[src/design/talc_pkg.sv]
// ----------------------------------------------------------------------------
// talc_pkg
// Shared types and constants of the tinted alpha layer compositor: item
// structs, command and register codes, and the controller/datapath bundles.
// ----------------------------------------------------------------------------
package talc_pkg;

    // default canvas store size
    localparam int DEF_MAX_WIDTH  = 256;
    localparam int DEF_MAX_HEIGHT = 256;

    // command codes
    localparam logic [1:0] CMD_FILL  = 2'd0;
    localparam logic [1:0] CMD_BLEND = 2'd1;
    localparam logic [1:0] CMD_READ  = 2'd2;
    localparam logic [1:0] CMD_NONE  = 2'd3;

    // configuration register indexes
    localparam int CFG_IDX_W = 3;
    localparam logic [CFG_IDX_W-1:0] CFG_WIDTH     = 3'd0;
    localparam logic [CFG_IDX_W-1:0] CFG_HEIGHT    = 3'd1;
    localparam logic [CFG_IDX_W-1:0] CFG_BASE      = 3'd2;
    localparam logic [CFG_IDX_W-1:0] CFG_TINT      = 3'd3;
    localparam logic [CFG_IDX_W-1:0] CFG_HAS_ALPHA = 3'd4;
    localparam int CFG_DATA_W = 32;

    // register reset values
    localparam logic [8:0]  RST_WIDTH     = 9'd256;
    localparam logic [8:0]  RST_HEIGHT    = 9'd256;
    localparam logic [31:0] RST_BASE      = 32'h0000_0000;
    localparam logic [31:0] RST_TINT      = 32'hFFFF_FFFF;
    localparam logic        RST_HAS_ALPHA = 1'b1;

    // channel math: floor(num / 65025) as (num * DIV_MUL) >> DIV_SHIFT,
    // exact for num below 2^24
    localparam logic [7:0]  ALPHA_MAX  = 8'd255;
    localparam int          NUM_W      = 24;
    localparam int          DIV_MUL_W  = 25;
    localparam int          PROD_W     = NUM_W + DIV_MUL_W;
    localparam int          DIV_SHIFT  = 40;
    localparam logic [DIV_MUL_W-1:0] DIV_MUL = 25'd16909061;

    typedef struct packed {
        logic [1:0] command;
        logic [7:0] dest_x;
        logic [7:0] dest_y;
        logic [7:0] src_red;
        logic [7:0] src_green;
        logic [7:0] src_blue;
        logic [7:0] src_alpha;
    } t_in_item;

    typedef struct packed {
        logic [7:0] pixel_red;
        logic [7:0] pixel_green;
        logic [7:0] pixel_blue;
        logic [7:0] pixel_alpha;
        logic       clipped;
    } t_out_item;

    // what goes into the result register
    typedef enum logic [2:0] {
        OUT_FILL  = 3'd0,
        OUT_NONE  = 3'd1,
        OUT_CLIP  = 3'd2,
        OUT_READ  = 3'd3,
        OUT_BLEND = 3'd4
    } t_out_sel;

    // controller to datapath commands
    typedef struct packed {
        logic     load_item;
        logic     fill_step;
        logic     lookup;
        logic     mul1;
        logic     mul2;
        logic     scale;
        logic     write_back;
        logic     load_out;
        t_out_sel out_sel;
    } t_ctrl;

    // datapath to controller status
    typedef struct packed {
        logic [1:0] cmd;
        logic       clip;
        logic       fill_last;
    } t_stat;

endpackage

[src/design/talc_ctrl.sv]
// ----------------------------------------------------------------------------
// talc_ctrl
// Command sequencer: fill sweep, lookup, read response and the blend
// read-modify-write steps, plus the result strobe.
// ----------------------------------------------------------------------------
module talc_ctrl (
    input  logic             i_clk,
    input  logic             i_rst_n,
    input  logic             i_start,
    input  logic [1:0]       i_command,
    input  talc_pkg::t_stat  i_stat,
    output talc_pkg::t_ctrl  o_ctrl,
    output logic             o_busy,
    output logic             o_done
);
    import talc_pkg::*;

    typedef enum logic [6:0] {
        S_IDLE   = 7'b0000001,
        S_FILL   = 7'b0000010,
        S_LOOKUP = 7'b0000100,
        S_FETCH  = 7'b0001000,
        S_MUL2   = 7'b0010000,
        S_SCALE  = 7'b0100000,
        S_WRITE  = 7'b1000000
    } t_state;

    t_state r_state, n_state;
    logic   r_done, n_done;
    logic   accept;

    assign accept = i_start && (r_state == S_IDLE);

    // next state and datapath commands
    always_comb begin
        n_state = r_state;
        n_done  = 1'b0;
        o_ctrl  = '0;
        o_ctrl.out_sel = OUT_NONE;
        unique case (r_state)
            S_IDLE: begin
                if (accept) begin
                    o_ctrl.load_item = 1'b1;
                    n_state = (i_command == CMD_FILL) ? S_FILL : S_LOOKUP;
                end
            end
            S_FILL: begin
                o_ctrl.fill_step = 1'b1;
                if (i_stat.fill_last) begin
                    o_ctrl.load_out = 1'b1;
                    o_ctrl.out_sel  = OUT_FILL;
                    n_done  = 1'b1;
                    n_state = S_IDLE;
                end
            end
            S_LOOKUP: begin
                o_ctrl.lookup = 1'b1;
                if (i_stat.cmd == CMD_NONE) begin
                    o_ctrl.load_out = 1'b1;
                    o_ctrl.out_sel  = OUT_NONE;
                    n_done  = 1'b1;
                    n_state = S_IDLE;
                end else if (i_stat.clip) begin
                    o_ctrl.load_out = 1'b1;
                    o_ctrl.out_sel  = OUT_CLIP;
                    n_done  = 1'b1;
                    n_state = S_IDLE;
                end else begin
                    n_state = S_FETCH;
                end
            end
            S_FETCH: begin
                if (i_stat.cmd == CMD_READ) begin
                    o_ctrl.load_out = 1'b1;
                    o_ctrl.out_sel  = OUT_READ;
                    n_done  = 1'b1;
                    n_state = S_IDLE;
                end else begin
                    o_ctrl.mul1 = 1'b1;
                    n_state = S_MUL2;
                end
            end
            S_MUL2: begin
                o_ctrl.mul2 = 1'b1;
                n_state = S_SCALE;
            end
            S_SCALE: begin
                o_ctrl.scale = 1'b1;
                n_state = S_WRITE;
            end
            S_WRITE: begin
                o_ctrl.write_back = 1'b1;
                o_ctrl.load_out   = 1'b1;
                o_ctrl.out_sel    = OUT_BLEND;
                n_done  = 1'b1;
                n_state = S_IDLE;
            end
            default: begin
                n_state = S_IDLE;
            end
        endcase
    end

    // state and strobe registers
    always_ff @(posedge i_clk) begin
        if (!i_rst_n) begin
            r_state <= S_IDLE;
            r_done  <= 1'b0;
        end else begin
            r_state <= n_state;
            r_done  <= n_done;
        end
    end

    assign o_busy = (r_state != S_IDLE);
    assign o_done = r_done;

    // an accepted item always leaves idle
    a_accept_leaves_idle: assert property (@(posedge i_clk) disable iff (!i_rst_n)
        accept |=> (r_state != S_IDLE))
        else $error("accepted item did not start");

    // the strobe shows only after a finishing state, back in idle
    a_done_source: assert property (@(posedge i_clk) disable iff (!i_rst_n)
        r_done |-> (r_state == S_IDLE) && ($past(r_state) == S_FILL
            || $past(r_state) == S_LOOKUP || $past(r_state) == S_FETCH
            || $past(r_state) == S_WRITE))
        else $error("result strobe without a finished item");

    // the fill sweep runs to its last word
    a_fill_runs: assert property (@(posedge i_clk) disable iff (!i_rst_n)
        (r_state == S_FILL && !i_stat.fill_last) |=> (r_state == S_FILL))
        else $error("fill sweep cut short");

    // a blend writes back exactly once, after the fetch and the mul2 and scale steps
    a_blend_write: assert property (@(posedge i_clk) disable iff (!i_rst_n)
        o_ctrl.mul1 |-> ##3 o_ctrl.write_back)
        else $error("blend did not write back");

endmodule

[config.mk]
export PLATFORM = sky130hd
export DESIGN_NAME = talc_ctrl
export DESIGN_NICKNAME = d
export VERILOG_FILES = /design/src/design/talc_pkg.sv /design/src/design/talc_ctrl.sv
export SDC_FILE = /design/constraint.sdc
export NUM_CORES = 1
export LEC_CHECK = 0
export BUFFER_PORTS_ARGS = -buffer_cell sky130_fd_sc_hd__buf_2
export CAP_MARGIN = 5
export CORE_UTILIZATION = 40
export CTS_CLUSTER_DIAMETER = 50
export DETAILED_ROUTE_END_ITERATION = 12
export PLACE_DENSITY = 0.8
export SYNTH_ARGS = -nofsm -noshare
export SYNTH_HDL_FRONTEND = slang
export SYNTH_SLANG_ARGS = --single-unit
[constraint.sdc]
create_clock -name i_clk -period 1.25 [get_ports i_clk]
set_input_delay 0.1875 -clock i_clk [delete_from_list [all_inputs] [get_ports i_clk]]
set_output_delay 0.1875 -clock i_clk [all_outputs]
set_load 0.01 [all_outputs]
==> results.py <==
metrics = {
    "critical_path": {
        "worstRegToRegCells": 7,
        "r2r_end": "r_state[1]",
        "critPathBufInv": 2,
        "crit_path_cell_trace": "nor3_4, buf_6, nand3_2, nand3_2, o221ai_2, buf_2",
        "criticalPathCategory": "register to primary output",
        "crit_slowest_cell": "dfxtp_2",
        "cpPeakStageDelay_ns": 0.34,
        "r2r-start": "r_state[6]",
        "worstSetupStartpointType": "register",
        "worst_ep_required_time_ns": 1.06,
        "arrival_ns": 1.59,
        "path_max_fanout": 4,
        "crit_family": "simple AND/OR/NAND/NOR gates",
        "critPathCaptureType": "primary output",
        "crit_cells": 6,
        "crit_path_frequent_cell": "nand3_2",
        "regToRegSetupSlack_ns": -0.27,
    },
    "outcome": {
        "outcome": "finished with violations",
        "violations": "negative setup slack",
    },
    "floorplan": {
        "die-width_um": 38.7,
        "core.rowCount": 12,
        "dieArea_um2": 1500,
        "core_um2": 1170,
        "die_h_um": 38.7,
        "num_io_pins": 22,
        "start_util": 0.459,
    },
    "route": {
        "wl_per_cell_um": 20.1,
        "drt_iter0_drc": 36,
        "via_per_inst": 6.25,
        "vias": 769,
        "first_pass_iters": 4,
        "totalWireLength_um": 2470,
        "ant_nets": 0,
        "drc": 0,
    },
    "synthesis": {
        "syn_avg_cell_area_um2": 8.54,
        "syn_area_um2": 538,
        "syn-num-nets": 72,
        "seq_area_frac_synth": 0.298,
        "synth-seq-cells": 8,
        "yosys.area.top_type": "dfxtp_1",
        "yosys_warnings": 0,
        "synth_top_area_frac": 0.298,
        "syn_inst": 63,
        "yosys.cell_types.count": 32,
        "synth_area_leaders": "dfxtp_1 30%, nor2_1 4.9%, and3_1 4.7%, nor3b_2 4.7%, nand4b_4 4.4%",
    },
    "pwr": {
        "ir_worst_vdd_uv": 636,
        "leakagePower_nw": 0.487,
        "powerDensity_nw_per_um2": 772,
        "power_uw": 763,
    },
    "placement": {
        "port_buffers": 21,
        "dp_hpwl_um": 1330,
        "placed_cell_area_um2": 790,
        "place_ws_ns": -0.165,
        "routabilityCongestion": 0.872,
    },
    "finish": {
        "design_area_um2": 988,
        "layout-drive-gt1-share": 0.679,
        "nets": 120,
        "layout_commonest_cell": "buf_2",
        "antenna_cells": 0,
        "synthToLayoutAreaGrowth_pct": 83.7,
        "layout_common_cells": "19 x buf_2, 18 x buf_4, 7 x buf_6",
    },
    "clock_tree": {
        "cts_hold_buf": 0,
        "cts_tree": "done",
        "cts_sinks": 8,
        "clockBufferDepth": 2,
        "clk_latency_ns": 0.26,
        "cts_buffers": 3,
        "clk_pin_slew_ns": 0.06,
        "clock-root-buffer": "clkbuf_4",
        "htreeDepth": 1,
    },
    "run": {
        "maxCapViolations": 0,
    },
    "sta": {
        "hold_ws_ns": 0.280,
        "final-hold-violation-count": 0,
        "fin_setup_tns_ns": -6.03,
        "finalCritPeriodShare": 1.42,
        "relSlewSlack": 0.743,
        "final.setup_skew_ns": 0.0146,
        "max_freq_ghz": 0.562,
        "rsz0062_at_grt": "true",
        "max_slew.worst_pin.slew_ns": 0.384,
        "setup_ws_ns": -0.529,
        "post-route-min-period_ns": 1.78,
        "final_max_slew_viol_count": 0,
        "finalSetupViolCount": 19,
    },
    "min_path": {
        "hp-start": "i_rst_n",
        "holdPathStages": 2,
        "hold_class": "input port to register",
        "worstHoldEndpoint": "r_state[1]",
    },
    "global_route": {
        "grt_start_max_net_pins": 9,
        "grt_first_pass_wirelength_um": 3510,
        "grt_pass1_vias": 738,
        "gr-total-overflow": 0,
        "grt_usage": 0.363,
        "antenna_found_initial": 0,
    },
}
## timing repair
action / in CTS / in global routing
pin swaps: 16 / 9
buffers inserted: 5 / 5
endpoints found under the setup margin: 20 / 20
endpoints found under the hold margin: 0 / 0
resized for setup: 18 / 10
## cell type report
class	instances	area, um2
multi-input combinational	49	452
timing repair buffer	44	309
fill	56	183
sequential	8	169
clock buffer	3	22.5
inverter	5	18.8
tap	14	17.5
## per-layer routing
| layer | part of all wire | global-route usage | wire, um | vias up |
|---|---|---|---|---|
| li1 | - | - | - | 326 |
| met1 | 0.38 | 0.386 | 950 | 355 |
| met2 | 0.45 | 0.625 | 1120 | 68 |
| met3 | 0.11 | 0.127 | 278 | 20 |
| met4 | 0.050 | 0.181 | 124 | 0 |
| met5 | 0 | 0 | 0 | - |
## sequential cells by signal, indices dropped and copies added (netlist names)
register and count:
o_done 1, r_state 7
## synthesized netlist by cell type
| master | instances |
|---|---|
| a21o_1 | 1 |
| a21oi_1 | 2 |
| a31oi_1 | 1 |
| and2_1 | 1 |
| and2b_2 | 1 |
| and3_1 | 4 |
| and4b_1 | 1 |
| buf_4 | 1 |
| dfxtp_1 | 8 |
| inv_1 | 5 |
| nand2_1 | 4 |
| nand2b_1 | 1 |
| nand3_1 | 3 |
| nand4_1 | 1 |
| nand4b_4 | 1 |
| nor2_1 | 7 |
| nor2b_1 | 2 |
| nor3_1 | 1 |
| nor3_4 | 1 |
| nor3b_1 | 2 |
| nor3b_2 | 2 |
| nor4_1 | 1 |
| nor4_2 | 1 |
| nor4bb_1 | 1 |
| o2111ai_1 | 1 |
| o211ai_1 | 2 |
| o211ai_2 | 1 |
| o21a_1 | 1 |
| o21ai_0 | 2 |
| o221a_2 | 1 |
| o221ai_1 | 1 |
| xnor2_1 | 1 |
## logic make-up after synthesis
kind of cell    after synthesis  share of synthesized area
compound gates               13                      0.181
xor+xnor                      1                     0.0163
buf+inv                       6                     0.0488
flops                         8                      0.298
simple gates                 35                      0.456
## worst reg2reg max path, cell delays in order, from the launching register on
cell,delay (ns)
dfxtp_2,0.34
nor3_4,0.28
buf_4,0.16
buf_6,0.09
nand4b_4,0.12
buf_6,0.17
nor4_4,0.13
o21a_1,0.17
## where the power goes
group / internal (mW) / switching, mW / leakage [nW] / total (mW)
registers: 0.266 / 0.0154 / 0.0670 / 0.282
clock network: 0.110 / 0.0897 / 0.0138 / 0.200
logic: 0.135 / 0.146 / 0.406 / 0.281
## stage by stage
stage | std cells | utilization
after global routing | 123 | 0.844
after detailed placement | 113 | 0.674
after floorplan | 63 | -
after global placement | 113 | 0.674
after CTS | 120 | 0.791
final | 123 | 0.844
## worst max-delay path by stage
stage | slack (ns) | from | endpoint
finish | -0.53 | r_state[6] | o_ctrl[0]
detailed placement | -0.16 | r_state[3] | o_ctrl[5]
global placement | -0.15 | r_state[2] | o_ctrl[3]
CTS | -0.40 | r_state[4] | o_ctrl[0]
global route | -0.57 | r_state[6] | o_ctrl[0]
floorplan | -0.02 | r_state[6] | o_ctrl[3]
No activity file was read; power rests on OpenSTA's default activity.
